### src/dbhp_pkg.sv
// Shared types, constants and decode functions for the database file header parser.
// Used by every module of the parser; depends on nothing else.
`default_nettype none

package dbhp_pkg;

  localparam int unsigned HDR_LEN   = 100;
  localparam int unsigned MAGIC_LEN = 16;

  localparam logic [15:0] PAGE_MIN      = 16'd512;
  localparam logic [15:0] PAGE_CODE_MAX = 16'd1;
  localparam logic [31:0] PAGE_MAX      = 32'd65536;

  localparam logic [6:0] OFF_PAGE_LAST  = 7'd17;
  localparam logic [6:0] OFF_BYTE_FIRST = 7'd18;
  localparam logic [6:0] OFF_BYTE_LAST  = 7'd20;
  localparam logic [6:0] OFF_FINAL      = 7'(HDR_LEN - 1);

  localparam logic [3:0] FIELD_PAGE_SIZE = 4'd0;

  localparam logic KIND_FIELD   = 1'b0;
  localparam logic KIND_VERDICT = 1'b1;

  typedef enum logic [1:0] {
    VERDICT_OK        = 2'd0,
    VERDICT_BAD_MAGIC = 2'd1,
    VERDICT_BAD_PAGE  = 2'd2,
    VERDICT_TRUNCATED = 2'd3
  } verdict_t;

  // One queue entry holds everything that one header byte produces.
  typedef struct packed {
    logic        has_field;
    logic [3:0]  field_id;
    logic [31:0] field_value;
    logic        has_verdict;
    verdict_t    verdict;
  } dbhp_entry_t;

  typedef struct packed {
    logic       hit;
    logic [3:0] id;
  } word_end_t;

  // Expected magic string byte at offsets 0 to 15.
  function automatic logic [7:0] magic_byte(input logic [3:0] off);
    logic [7:0] b;
    unique case (off)
      4'd0:    b = 8'h53;
      4'd1:    b = 8'h51;
      4'd2:    b = 8'h4C;
      4'd3:    b = 8'h69;
      4'd4:    b = 8'h74;
      4'd5:    b = 8'h65;
      4'd6:    b = 8'h20;
      4'd7:    b = 8'h66;
      4'd8:    b = 8'h6F;
      4'd9:    b = 8'h72;
      4'd10:   b = 8'h6D;
      4'd11:   b = 8'h61;
      4'd12:   b = 8'h74;
      4'd13:   b = 8'h20;
      4'd14:   b = 8'h33;
      default: b = 8'h00;
    endcase
    return b;
  endfunction

  // Offsets that close one of the ten big-endian word fields.
  function automatic word_end_t word_end(input logic [6:0] off);
    word_end_t w;
    w.hit = 1'b1;
    unique case (off)
      7'd27:   w.id = 4'd4;
      7'd31:   w.id = 4'd5;
      7'd35:   w.id = 4'd6;
      7'd39:   w.id = 4'd7;
      7'd43:   w.id = 4'd8;
      7'd47:   w.id = 4'd9;
      7'd59:   w.id = 4'd10;
      7'd63:   w.id = 4'd11;
      7'd71:   w.id = 4'd12;
      7'd99:   w.id = 4'd13;
      default: begin
        w.hit = 1'b0;
        w.id  = 4'd0;
      end
    endcase
    return w;
  endfunction

endpackage

`default_nettype wire

### src/dbhp_front.sv
// Front end of the header parser: takes bytes, tracks the offset and accumulator,
// and classifies each byte, turning any result into a queue entry. Depends on dbhp_pkg.
`default_nettype none

module dbhp_front
  import dbhp_pkg::*;
(
  input  wire logic        clk,
  input  wire logic        rst,
  input  wire logic        in_valid,
  output logic             in_stall,
  input  wire logic [7:0]  header_byte,
  input  wire logic        starts_header,
  input  wire logic        buffer_end,
  input  wire logic        queue_full,
  output logic             push,
  output dbhp_entry_t      push_entry
);

  logic [6:0]  byte_offset, byte_offset_next;
  logic        header_closed, header_closed_next;
  logic [31:0] word_accumulator, word_accumulator_next;

  logic        accept;
  logic        active;
  logic [6:0]  off;
  logic [31:0] acc_shift;
  logic [15:0] ps_raw;
  logic [15:0] ps_minus_one;
  logic        page_ok;
  logic [6:0]  byte_field_id;
  word_end_t   wend;
  dbhp_entry_t entry;

  assign in_stall = queue_full;
  assign accept   = in_valid && !in_stall;
  assign active   = starts_header || !header_closed;
  assign off      = starts_header ? 7'd0 : byte_offset;
  assign acc_shift = {(starts_header ? 24'd0 : word_accumulator[23:0]), header_byte};

  assign ps_raw        = acc_shift[15:0];
  assign ps_minus_one  = ps_raw - 16'd1;
  // Code 1 stands for 65536; otherwise a power of two of at least 512.
  assign page_ok = (ps_raw == PAGE_CODE_MAX) ||
                   ((ps_raw != 16'd0) && ((ps_raw & ps_minus_one) == 16'd0) &&
                    (ps_raw >= PAGE_MIN));
  assign byte_field_id = off - OFF_PAGE_LAST;
  assign wend          = word_end(off);

  always_comb begin
    entry                   = '0;
    entry.verdict           = VERDICT_OK;
    byte_offset_next        = byte_offset;
    header_closed_next      = header_closed;
    word_accumulator_next   = word_accumulator;
    if (accept && active) begin
      word_accumulator_next = acc_shift;
      header_closed_next    = 1'b0;
      if (off < 7'(MAGIC_LEN)) begin
        if (header_byte != magic_byte(off[3:0])) begin
          entry.has_verdict = 1'b1;
          entry.verdict     = VERDICT_BAD_MAGIC;
        end
      end else if (off == OFF_PAGE_LAST) begin
        if (!page_ok) begin
          entry.has_verdict = 1'b1;
          entry.verdict     = VERDICT_BAD_PAGE;
        end else begin
          entry.has_field   = 1'b1;
          entry.field_id    = FIELD_PAGE_SIZE;
          entry.field_value = (ps_raw == PAGE_CODE_MAX) ? PAGE_MAX : {16'd0, ps_raw};
        end
      end else if (off >= OFF_BYTE_FIRST && off <= OFF_BYTE_LAST) begin
        entry.has_field   = 1'b1;
        entry.field_id    = byte_field_id[3:0];
        entry.field_value = {24'd0, header_byte};
      end else if (wend.hit) begin
        entry.has_field   = 1'b1;
        entry.field_id    = wend.id;
        entry.field_value = acc_shift;
      end

      // A magic or page size failure outranks truncation on the same byte.
      if (!entry.has_verdict) begin
        if (off >= OFF_FINAL) begin
          entry.has_verdict = 1'b1;
          entry.verdict     = VERDICT_OK;
        end else if (buffer_end) begin
          entry.has_verdict = 1'b1;
          entry.verdict     = VERDICT_TRUNCATED;
        end
      end

      if (entry.has_verdict) begin
        header_closed_next = 1'b1;
        byte_offset_next   = 7'd0;
      end else begin
        byte_offset_next   = off + 7'd1;
      end
    end
  end

  assign push       = accept && active && (entry.has_field || entry.has_verdict);
  assign push_entry = entry;

  always_ff @(posedge clk) begin
    if (rst) begin
      byte_offset      <= 7'd0;
      header_closed    <= 1'b1;
      word_accumulator <= 32'd0;
    end else begin
      byte_offset      <= byte_offset_next;
      header_closed    <= header_closed_next;
      word_accumulator <= word_accumulator_next;
    end
  end

endmodule

`default_nettype wire

### src/dbhp_queue.sv
// Short entry queue that decouples the front end from the result sequencer.
// Depends on dbhp_pkg for the entry type.
`default_nettype none

module dbhp_queue
  import dbhp_pkg::*;
#(
  parameter int unsigned DEPTH = 4
) (
  input  wire logic        clk,
  input  wire logic        rst,
  input  wire logic        push,
  input  wire dbhp_entry_t push_entry,
  output logic             full,
  input  wire logic        pop,
  output dbhp_entry_t      pop_entry,
  output logic             empty
);

  localparam int unsigned PTR_W = (DEPTH > 1) ? $clog2(DEPTH) : 1;
  localparam int unsigned CNT_W = $clog2(DEPTH + 1);
  localparam logic [PTR_W-1:0] PTR_LAST = PTR_W'(DEPTH - 1);

  dbhp_entry_t      slots [DEPTH];
  logic [PTR_W-1:0] wr_ptr, rd_ptr;
  logic [CNT_W-1:0] count;

  assign full      = (count == CNT_W'(DEPTH));
  assign empty     = (count == '0);
  assign pop_entry = slots[rd_ptr];

  always_ff @(posedge clk) begin
    if (push) begin
      slots[wr_ptr] <= push_entry;
    end
  end

  always_ff @(posedge clk) begin
    if (rst) begin
      wr_ptr <= '0;
      rd_ptr <= '0;
      count  <= '0;
    end else begin
      if (push) begin
        wr_ptr <= (wr_ptr == PTR_LAST) ? '0 : wr_ptr + 1'b1;
      end
      if (pop) begin
        rd_ptr <= (rd_ptr == PTR_LAST) ? '0 : rd_ptr + 1'b1;
      end
      if (push && !pop) begin
        count <= count + 1'b1;
      end else if (pop && !push) begin
        count <= count - 1'b1;
      end
    end
  end

endmodule

`default_nettype wire

### src/dbhp_back.sv
// Result sequencer: drains queue entries and drives the registered result port,
// splitting an entry with a field and a verdict into two transactions. Depends on dbhp_pkg.
`default_nettype none

module dbhp_back
  import dbhp_pkg::*;
(
  input  wire logic        clk,
  input  wire logic        rst,
  input  wire dbhp_entry_t head_entry,
  input  wire logic        queue_empty,
  output logic             pop,
  output logic             out_valid,
  input  wire logic        out_stall,
  output logic             result_kind,
  output logic [3:0]       field_id,
  output logic [31:0]      field_value,
  output logic [1:0]       verdict,
  output logic             last
);

  logic     load_ok;
  logic     pend_verdict;
  verdict_t pend_code;

  assign load_ok = !out_valid || !out_stall;
  assign pop     = load_ok && !pend_verdict && !queue_empty;

  always_ff @(posedge clk) begin
    if (rst) begin
      out_valid    <= 1'b0;
      pend_verdict <= 1'b0;
    end else if (load_ok) begin
      if (pend_verdict) begin
        out_valid    <= 1'b1;
        pend_verdict <= 1'b0;
      end else if (!queue_empty) begin
        out_valid    <= 1'b1;
        pend_verdict <= head_entry.has_field && head_entry.has_verdict;
      end else begin
        out_valid    <= 1'b0;
      end
    end
  end

  always_ff @(posedge clk) begin
    if (load_ok) begin
      if (pend_verdict || (!queue_empty && !head_entry.has_field)) begin
        result_kind <= KIND_VERDICT;
        field_id    <= 4'd0;
        field_value <= 32'd0;
        verdict     <= pend_verdict ? pend_code : head_entry.verdict;
        last        <= 1'b1;
      end else if (!queue_empty) begin
        result_kind <= KIND_FIELD;
        field_id    <= head_entry.field_id;
        field_value <= head_entry.field_value;
        verdict     <= VERDICT_OK;
        last        <= 1'b0;
      end
      if (pop) begin
        pend_code <= head_entry.verdict;
      end
    end
  end

endmodule

`default_nettype wire

### src/database_file_header_parser.sv
// Database file header parser, top level. Takes one header byte per cycle unless the queue is full.
// An accepted byte's result is written into the entry queue and then loaded into the output register.
// Throughput: one byte per cycle while the queue is not full; the byte that carries both a field
// and a verdict occupies the result port for two transactions, and the entry queue absorbs that.
// Reset (synchronous, rst high) empties the queue and the output register and leaves
// the parser closed, waiting for a byte marked as a header start.
`default_nettype none

module database_file_header_parser
  import dbhp_pkg::*;
#(
  parameter int unsigned QUEUE_DEPTH = 4
) (
  input  wire logic        clk,
  input  wire logic        rst,
  input  wire logic        in_valid,
  output logic             in_stall,
  input  wire logic [7:0]  header_byte,
  input  wire logic        starts_header,
  input  wire logic        buffer_end,
  output logic             out_valid,
  input  wire logic        out_stall,
  output logic             result_kind,
  output logic [3:0]       field_id,
  output logic [31:0]      field_value,
  output logic [1:0]       verdict,
  output logic             last
);

  // The front end classifies each accepted byte in the cycle it arrives. A byte that
  // yields any result becomes one queue entry; ignored bytes leave no trace. The front
  // end stalls its input only when the queue is full, so a stalled result port does not
  // block the byte stream until the queue fills up.
  logic        push;
  logic        pop;
  logic        queue_full;
  logic        queue_empty;
  dbhp_entry_t push_entry;
  dbhp_entry_t head_entry;

  dbhp_front u_front (
    .clk           (clk),
    .rst           (rst),
    .in_valid      (in_valid),
    .in_stall      (in_stall),
    .header_byte   (header_byte),
    .starts_header (starts_header),
    .buffer_end    (buffer_end),
    .queue_full    (queue_full),
    .push          (push),
    .push_entry    (push_entry)
  );

  dbhp_queue #(
    .DEPTH (QUEUE_DEPTH)
  ) u_queue (
    .clk        (clk),
    .rst        (rst),
    .push       (push),
    .push_entry (push_entry),
    .full       (queue_full),
    .pop        (pop),
    .pop_entry  (head_entry),
    .empty      (queue_empty)
  );

  // The back end issues a field transaction first and then the verdict transaction
  // when one byte produced both.
  dbhp_back u_back (
    .clk         (clk),
    .rst         (rst),
    .head_entry  (head_entry),
    .queue_empty (queue_empty),
    .pop         (pop),
    .out_valid   (out_valid),
    .out_stall   (out_stall),
    .result_kind (result_kind),
    .field_id    (field_id),
    .field_value (field_value),
    .verdict     (verdict),
    .last        (last)
  );

endmodule

`default_nettype wire
### config.mk
export PLATFORM = sky130hd
export DESIGN_NAME = database_file_header_parser
export DESIGN_NICKNAME = d
export VERILOG_FILES = /design/src/dbhp_pkg.sv /design/src/dbhp_front.sv /design/src/dbhp_queue.sv /design/src/dbhp_back.sv /design/src/database_file_header_parser.sv
export SDC_FILE = /design/constraint.sdc
export NUM_CORES = 1
export LEC_CHECK = 0
export BUFFER_PORTS_ARGS = -buffer_cell sky130_fd_sc_hd__buf_4
export CORE_AREA = 2 2 120 180
export CTS_BUF_LIST = sky130_fd_sc_hd__clkbuf_8
export DETAILED_ROUTE_END_ITERATION = 10
export DIE_AREA = 0 0 122 182
export PLACE_DENSITY_LB_ADDON = 0.2
export SETUP_SLACK_MARGIN = 0.1
export SLEW_MARGIN = 20
export SYNTH_ARGS = -nofsm -noshare
export SYNTH_HDL_FRONTEND = slang
export SYNTH_SLANG_ARGS = --single-unit
### constraint.sdc
create_clock -name clk -period 4.7 [get_ports clk]
set_clock_uncertainty 0.15 [all_clocks]
set_input_delay 0.94 -clock clk [delete_from_list [all_inputs] [get_ports clk]]
set_output_delay 0.94 -clock clk [all_outputs]
set_load 0.02 [all_outputs]
Yosys cells after proc, flatten, opt, wreduce, memory -nomap -nowiden --
Memory sizes are Yosys's and may differ from the RTL's. A register that Yosys moved wholly into a read port is not among the register bits. Cells that the tools add are included.
Word-level totals: bits in writable memories 160, bits in read-only memories 112, memories 2, input port bits 14, register bits after elaboration 82
Memory list:
- u_queue.slots | depth 4, width 40, read ports 1, clocked after Yosys merged registers in 1, wr ports 1, RTL line dbhp_queue.sv:24 | dbhp_entry_t slots [DEPTH];
- (no name shown) | depth 16, width 7, read ports 1, clocked after Yosys merged registers in 0, wr ports 0, RTL line dbhp_pkg.sv:48 | unique case (off)
Operators by class: equal/unequal tests 17, order comparisons 5, reduce and logical (&&, ||, !) cells 33, $add $sub $neg 7, mux-type cells 42, bitwise gates (word level) 1
Operators with widths (number):
- 2-to-1 mux 37 bit | 5
- equality test 7 x 6 -> 1 bit, second input constant | 6
- 2-to-1 mux 40 bit | 1
- one-hot mux 4 bit (10 select lines) | 1
- 2-to-1 mux 3 bit | 11
- 2-to-1 mux 32 bit | 1
- 2-to-1 mux 24 bit | 1
- equality test 7 x 5 -> 1 bit, second input constant | 3
- 2-to-1 mux 17 bit | 1
- AND 16 bit | 1
- equality test 16 x 1 -> 1 bit, second input constant | 1
- greater-or-equal comparator 16 x 10 -> 1 bit, second input constant | 1
- zero test 16 bit | 1
- 2-to-1 mux 8 bit | 2
- nonzero test 16 bit | 1
- subtractor 16 x 1 -> 16 bit, second input constant | 1
- equality test 7 bit, second input constant | 2
- 2-to-1 mux 2 bit | 7
- 2-to-1 mux 7 bit | 2
- logical AND 1 bit | 12
- OR reduction 10 bit | 1
- zero test 1 bit | 9
- 2-to-1 mux 1 bit | 9
- inequality test 8 bit | 1
- 17 further kinds | 24

Depth between registers and ports, before layout --
word-level depth 22, depth in mapped cells 20, mapped depth without buffers 18

Cells and area by module --
A second synthesis with hierarchy kept.
Second synthesis, totals: cell total of the unflattened synthesis 729, area, all modules 10517.6 um2
By module, submodules not included:
- dbhp_queue | seq. area each 4984.8 um2, area an instance 6257.3 um2, times used 1, cells each 253
- dbhp_front | seq. area each 640.6 um2, area an instance 2602.5 um2, times used 1, cells each 375
- dbhp_back | seq. area each 1271.2 um2, area an instance 1657.8 um2, times used 1, cells each 101

Least setup slack after synthesis --
OpenSTA, ideal clock, no wires.
path kind input-to-reg, start point input starts_header, end point memory u_queue.slots[3][0] (netlist bit), enable pin, stages on the path 12, arrival time 4040 ps, slack 109 ps, buffers on the path 2, cell sequence buf_4 > inv_2 > buf_1 > nand2_1 > ha_1 > nor2b_1 > or3_1 > and3_1 > o221ai_1 > or3_4 > a211o_1 > and3_1
On the way: cells in the longest elaborated chain, start to end 18, elaborated cells between the ends (all ways) 53, classes of those cells 1 x add/sub; 5 x order compare; 13 x eq/ne; 21 x mux; 1 x bitwise; 11 x reduce/logical; 1 x memory
RTL lines:
- start, declared | RTL line database_file_header_parser.sv:19 | input wire logic starts_header,
- 2-to-1 mux 24 bit | RTL line dbhp_front.sv:39 | assign acc_shift = {(starts_header ? 24'd0 : word_accumulator[23:0]), header_byte};
- subtractor 16 x 1 -> 16 bit | RTL line dbhp_front.sv:42 | assign ps_minus_one = ps_raw - 16'd1;
- AND 16 bit | RTL line dbhp_front.sv:45 | ((ps_raw != 16'd0) && ((ps_raw & ps_minus_one) == 16'd0) &&
- zero test 16 bit | RTL line dbhp_front.sv:45
- logical AND 1 bit (2 in series) | RTL line dbhp_front.sv:45
- logical OR 1 bit | RTL line dbhp_front.sv:44 | assign page_ok = (ps_raw == PAGE_CODE_MAX) ||
- 2-to-1 mux 3 bit | RTL line dbhp_front.sv:65 | if (!page_ok) begin
- 2-to-1 mux 3 bit | RTL line dbhp_front.sv:64 | end else if (off == OFF_PAGE_LAST) begin
- 2-to-1 mux 3 bit | RTL line dbhp_front.sv:59 | if (off < 7'(MAGIC_LEN)) begin
- 2-to-1 mux 3 bit | RTL line dbhp_front.sv:56 | if (accept && active) begin
- 2-to-1 mux 3 bit | RTL line dbhp_front.sv:84 | if (!entry.has_verdict) begin
- 2-to-1 mux 3 bit | RTL line dbhp_front.sv:56
- 2-to-1 mux 40 bit | RTL line dbhp_front.sv:56
- logical OR 1 bit | RTL line dbhp_front.sv:103 | assign push = accept && active && (entry.has_field || entry.has_verdict);
- logical AND 1 bit (*) | RTL line dbhp_front.sv:103
- 2-to-1 mux 1 bit (*) | RTL line dbhp_queue.sv:33 | if (push) begin
- 2-to-1 mux 1 bit (not written as such) (*) | RTL line dbhp_queue.sv:34 | slots[wr_ptr] <= push_entry;
- end, declared | RTL line dbhp_queue.sv:24
Every way passes the cells marked *; elsewhere a longest branch is shown, timed or not. The select of a mux whose other input is x is not followed.

Worst setup path in the final report --
start point input starts_header, end point register u_queue.count[2]
On the way: cells in the longest elaborated chain, start to end 19, elaborated cells between the ends (all ways) 56, classes of those cells 1 x add/sub; 5 x order compare; 13 x eq/ne; 20 x mux; 1 x bitwise; 15 x reduce/logical; 1 x memory
RTL lines:
- 2-to-1 mux 24 bit | RTL line dbhp_front.sv:39
- subtractor 16 x 1 -> 16 bit | RTL line dbhp_front.sv:42
- AND 16 bit | RTL line dbhp_front.sv:45
- zero test 16 bit | RTL line dbhp_front.sv:45
- logical AND 1 bit (2 in series) | RTL line dbhp_front.sv:45
- logical OR 1 bit | RTL line dbhp_front.sv:44
- 2-to-1 mux 3 bit | RTL line dbhp_front.sv:65
- 2-to-1 mux 3 bit | RTL line dbhp_front.sv:64
- [3 not listed]
- 2-to-1 mux 3 bit | RTL line dbhp_front.sv:56
- 2-to-1 mux 40 bit | RTL line dbhp_front.sv:56
- logical OR 1 bit | RTL line dbhp_front.sv:103
- logical AND 1 bit (*) | RTL line dbhp_front.sv:103
- via push | RTL line database_file_header_parser.sv:34 | logic push;
- zero test 1 bit | RTL line dbhp_queue.sv:52 | end else if (pop && !push) begin
- logical AND 1 bit | RTL line dbhp_queue.sv:52
- nonzero test 2 bit (no line)
- end signal, assigned | RTL line dbhp_queue.sv:51 | count <= count + 1'b1;
- end signal, assigned | RTL line dbhp_queue.sv:53 | count <= count - 1'b1;
- end, declared | RTL line dbhp_queue.sv:26 | logic [CNT_W-1:0] count;
Mark *: on every way through the listed nets, which the timed path passes. The rest lies on a longest branch. The select of a mux whose other input is x is not followed. A chain may end at the register's enable or synchronous reset.

==> flow_metrics.tcl <==
set metrics [dict create \
    cts_hold_buffers 0 \
    fin_crit_ns 4.05 \
    grt_pass1_wl_um 35900 \
    cp_max_fo 6 \
    rr_startpoint "u_front.byte_offset[0]" \
    clock-sinks 244 \
    p_leak_nw 3.85 \
    r2r_slack_ns 0.81 \
    worstSetupEndpointType "flip-flop" \
    wl_per_cell_um 20.6 \
    crit_arrival_ns 4.32 \
    cts-buffers-inserted 36 \
    track_usage_pct 21.1 \
    start_kind "input port" \
    setup_viol 0 \
    outcome "finished clean" \
    drt_iter0_markers 547 \
    rows 65 \
    ir_worst_vdd_v 0.000213 \
    nFillCells 1678 \
    min_path_cells 2 \
    synth_area_um2 10500 \
    maxSlewViolCount 0 \
    clock_path_buffers 3 \
    grt_pass1_vias 6622 \
    grt_max_degree 46 \
    synth_compound_area_share_pct 7.06 \
    reg2reg_depth 17 \
    viasPerCell 5.78 \
    crit_slowest_cell "or3_4" \
    hold_class "reg -> reg" \
    worstReg2RegEnd "u_queue.count[2]" \
    start_util_pct 50.7 \
    cp.required_ns 4.97 \
    ctsResizeCount 0 \
    die_area_um2 22200 \
    seq_area_frac_synth_pct 65.6 \
    die_x_um 122 \
    async_flop_share_pct 0 \
    synth-xor-area-share_pct 0.833 \
    setup-tns-final_ns 0 \
    synth_fp_nets 778 \
    ioPinCount 56 \
    portBuffers 55 \
    syn_avg_cell_area_um2 14.1 \
    hold_viol 0 \
    relSlewSlack_pct 45.9 \
    antenna_found_initial 0 \
    powerDensity_nw_per_um2 524 \
    crit_type "in -> reg" \
    synthMuxAreaShare_pct 9.06 \
    cts_tree "done" \
    max_freq_mhz 247 \
    die_h_um 182 \
    synthDistinctLibCells 68 \
    clk_latency_ns 0.52 \
    cpLargestDelayFamily "simple AND/OR/NAND/NOR gates" \
    instances_no_fill 1107 \
    htree_levels 2 \
    crit_chain "buf_4, inv_2, nand2_1, inv_1, ha_1, inv_1, ha_1, a21oi_1, xnor2_1, nand4_1, or3_4, a211oi_2, nor2_1, ha_1, inv_1, fa_1, xor2_1, or3_1, a21oi_1" \
    synth_edf_count 201 \
    dp_cells 1042 \
    synth_top_family_by_area "simple AND/OR/NAND/NOR gates" \
    area.growth.synth_to_final_pct 13.6 \
    drive_above_1_share_pct 21.6 \
    antennaDiodeCount 0 \
    fin_nets 842 \
    yosys.area_share.simple_pct 12.7 \
    cts.clk_slew.worst_paths_ns 0.07 \
    crit_buf_inv 5 \
    drt_first_pass_iters 5 \
    ant_nets 0 \
    ys.warnings.count 0 \
    worstMarginPinSlew_ns 0.812 \
    max_stage_delay_ns 0.42 \
    cts_setup_buffers 0 \
    gr-total-overflow 0 \
    hold-worst-slack_ns 0.300 \
    num_vias 6393 \
    synth-seq-cells 244 \
    hold_path_end "u_front.word_accumulator[20]" \
    place_congestion 0.810 \
    min_period_over_period_pct 86.2 \
    drc_errors 0 \
    synthCells 748 \
    wl_um 22800 \
    synth_fa_ha_area_share_pct 1.98 \
    cts-root-buf "clkbuf_8" \
    rsz0062_at_grt "false" \
    coreArea_um2 20700 \
    synth_ff_type "edfxtp_1" \
    worstHoldStart "u_front.word_accumulator[20]" \
    drv_cap 0 \
    power_mw 6.27 \
    hpwl_um 15000 \
]
-- cell type report --
type	instances	area [um^2]	area share [%]
clock buffer	39	537	4.49
clock inverter	26	171	1.43
inverter	21	78.8	0.660
multi-input combinational	437	3350	28.0
sequential	244	6900	57.7
tap	268	335	2.81
timing repair buffer	72	578	4.84
-- worst register-to-register path: stages, from the launching register on --
cell,delay [ns]
dfxtp_1,0.46
nand2_1,0.20
inv_1,0.17
ha_1,0.27
inv_1,0.13
ha_1,0.20
a21oi_1,0.15
xnor2_1,0.14
nand4_1,0.11
or3_4,0.42
a211oi_2,0.32
nor2_1,0.08
ha_1,0.24
inv_1,0.08
fa_1,0.18
xor2_1,0.08
or3_1,0.30
a21oi_1,0.16
-- cell usage in the layout, fill, tap and decap left out, types with 3 or more instances in the layout --
| cell type | count |
|---|---|
| a211oi_1 | 4 |
| a21oi_1 | 51 |
| a22oi_1 | 3 |
| a31oi_1 | 4 |
| and2_1 | 24 |
| and3_1 | 8 |
| and3_2 | 4 |
| buf_12 | 3 |
| buf_4 | 69 |
| clkbuf_8 | 39 |
| clkinv_1 | 4 |
| dfxtp_1 | 42 |
| edfxtp_1 | 201 |
| ha_1 | 15 |
| inv_1 | 34 |
| mux2i_1 | 4 |
| mux4_2 | 40 |
| nand2_1 | 57 |
| nand2b_1 | 6 |
| nand3_1 | 17 |
| nand4_1 | 8 |
| nor2_1 | 37 |
| nor2b_1 | 48 |
| nor3_1 | 15 |
| nor4_1 | 6 |
| o21ai_0 | 17 |
| o22ai_1 | 5 |
| or3_1 | 3 |
| xnor2_1 | 6 |
| xor2_1 | 4 |
-- cell families (layout without fill, tap and decap cells) --
logic type,Yosys count,after routing
AOI/OAI and AO/OA,115,115
muxes,45,45
DFF,244,244
and+or+nand+nor,251,251
xor gates and xnor gates,10,10
adders and majority gates,16,16
buffers and inverters,67,158
-- worst max-delay path by stage --
stage | startpoint | cells after the start | end
after floorplan | starts_header | 12 | u_queue.slots[3][0]
after global placement | starts_header | 18 | u_queue.count[2]
after detailed placement | starts_header | 19 | u_queue.count[2]
after CTS | starts_header | 19 | u_queue.count[2]
after global routing | starts_header | 19 | u_queue.count[2]
final | starts_header | 19 | u_queue.count[2]
-- through the flow --
step | util, % | setup WS, ns | area [um^2]
after floorplan | - | 0.109 | 10500
after global placement | 54.2 | 0.276 | 11200
after detailed placement | 54.2 | 0.150 | 11200
after CTS | 57.6 | 0.673 | 11900
after global routing | 57.6 | 0.395 | 11900
final | 57.6 | 0.650 | 11900
-- flip-flops by register name, summed over array words and instances (netlist names), named ones only --
signal / count
u_queue.wr_ptr: 2
u_front.word_accumulator: 24
u_queue.slots: 160
u_queue.rd_ptr: 2
u_back.pend_verdict: 1
u_back.field_value: 32
u_front.header_closed: 1
u_back.verdict: 2
u_front.byte_offset: 7
u_back.out_valid: 1
u_back.field_id: 4
u_queue.count: 3
u_back.result_kind: 1
u_back.pend_code: 2
-- layer usage --
metal | routed length, um | part of all wire (%) | GRT usage [%] | vias up
li1 | - | - | - | 2955
met1 | 8400 | 37 | 24.0 | 3173
met2 | 12500 | 55 | 38.6 | 199
met3 | 936 | 4.1 | 3.02 | 66
met4 | 967 | 4.2 | 9.70 | 0
met5 | 0 | 0 | 0 | -
-- cells in the mapped netlist (8+ instances only) --
master	number	share of area, %
buf_2	12	0.57
edfxtp_1	201	57
mux4_2	40	8.6
clkbuf_1	25	0.89
nor3_1	15	0.71
dfxtp_1	43	8.2
ha_1	15	1.8
and3_1	12	0.71
a21oi_1	52	2.5
o21ai_0	17	0.81
nand2_1	57	2.0
nand4_1	8	0.48
and2_1	24	1.4
inv_1	20	0.71
nand3_1	17	0.81
nor2b_1	48	2.9
nor2_1	37	1.3
-- power breakdown --
group | switching [mW] | total, mW | internal, mW
logic | 0.956 | 1.70 | 0.739
clock network | 0.788 | 1.67 | 0.884
registers | 0.117 | 2.90 | 2.78
Power figures use the tool's default switching activity.
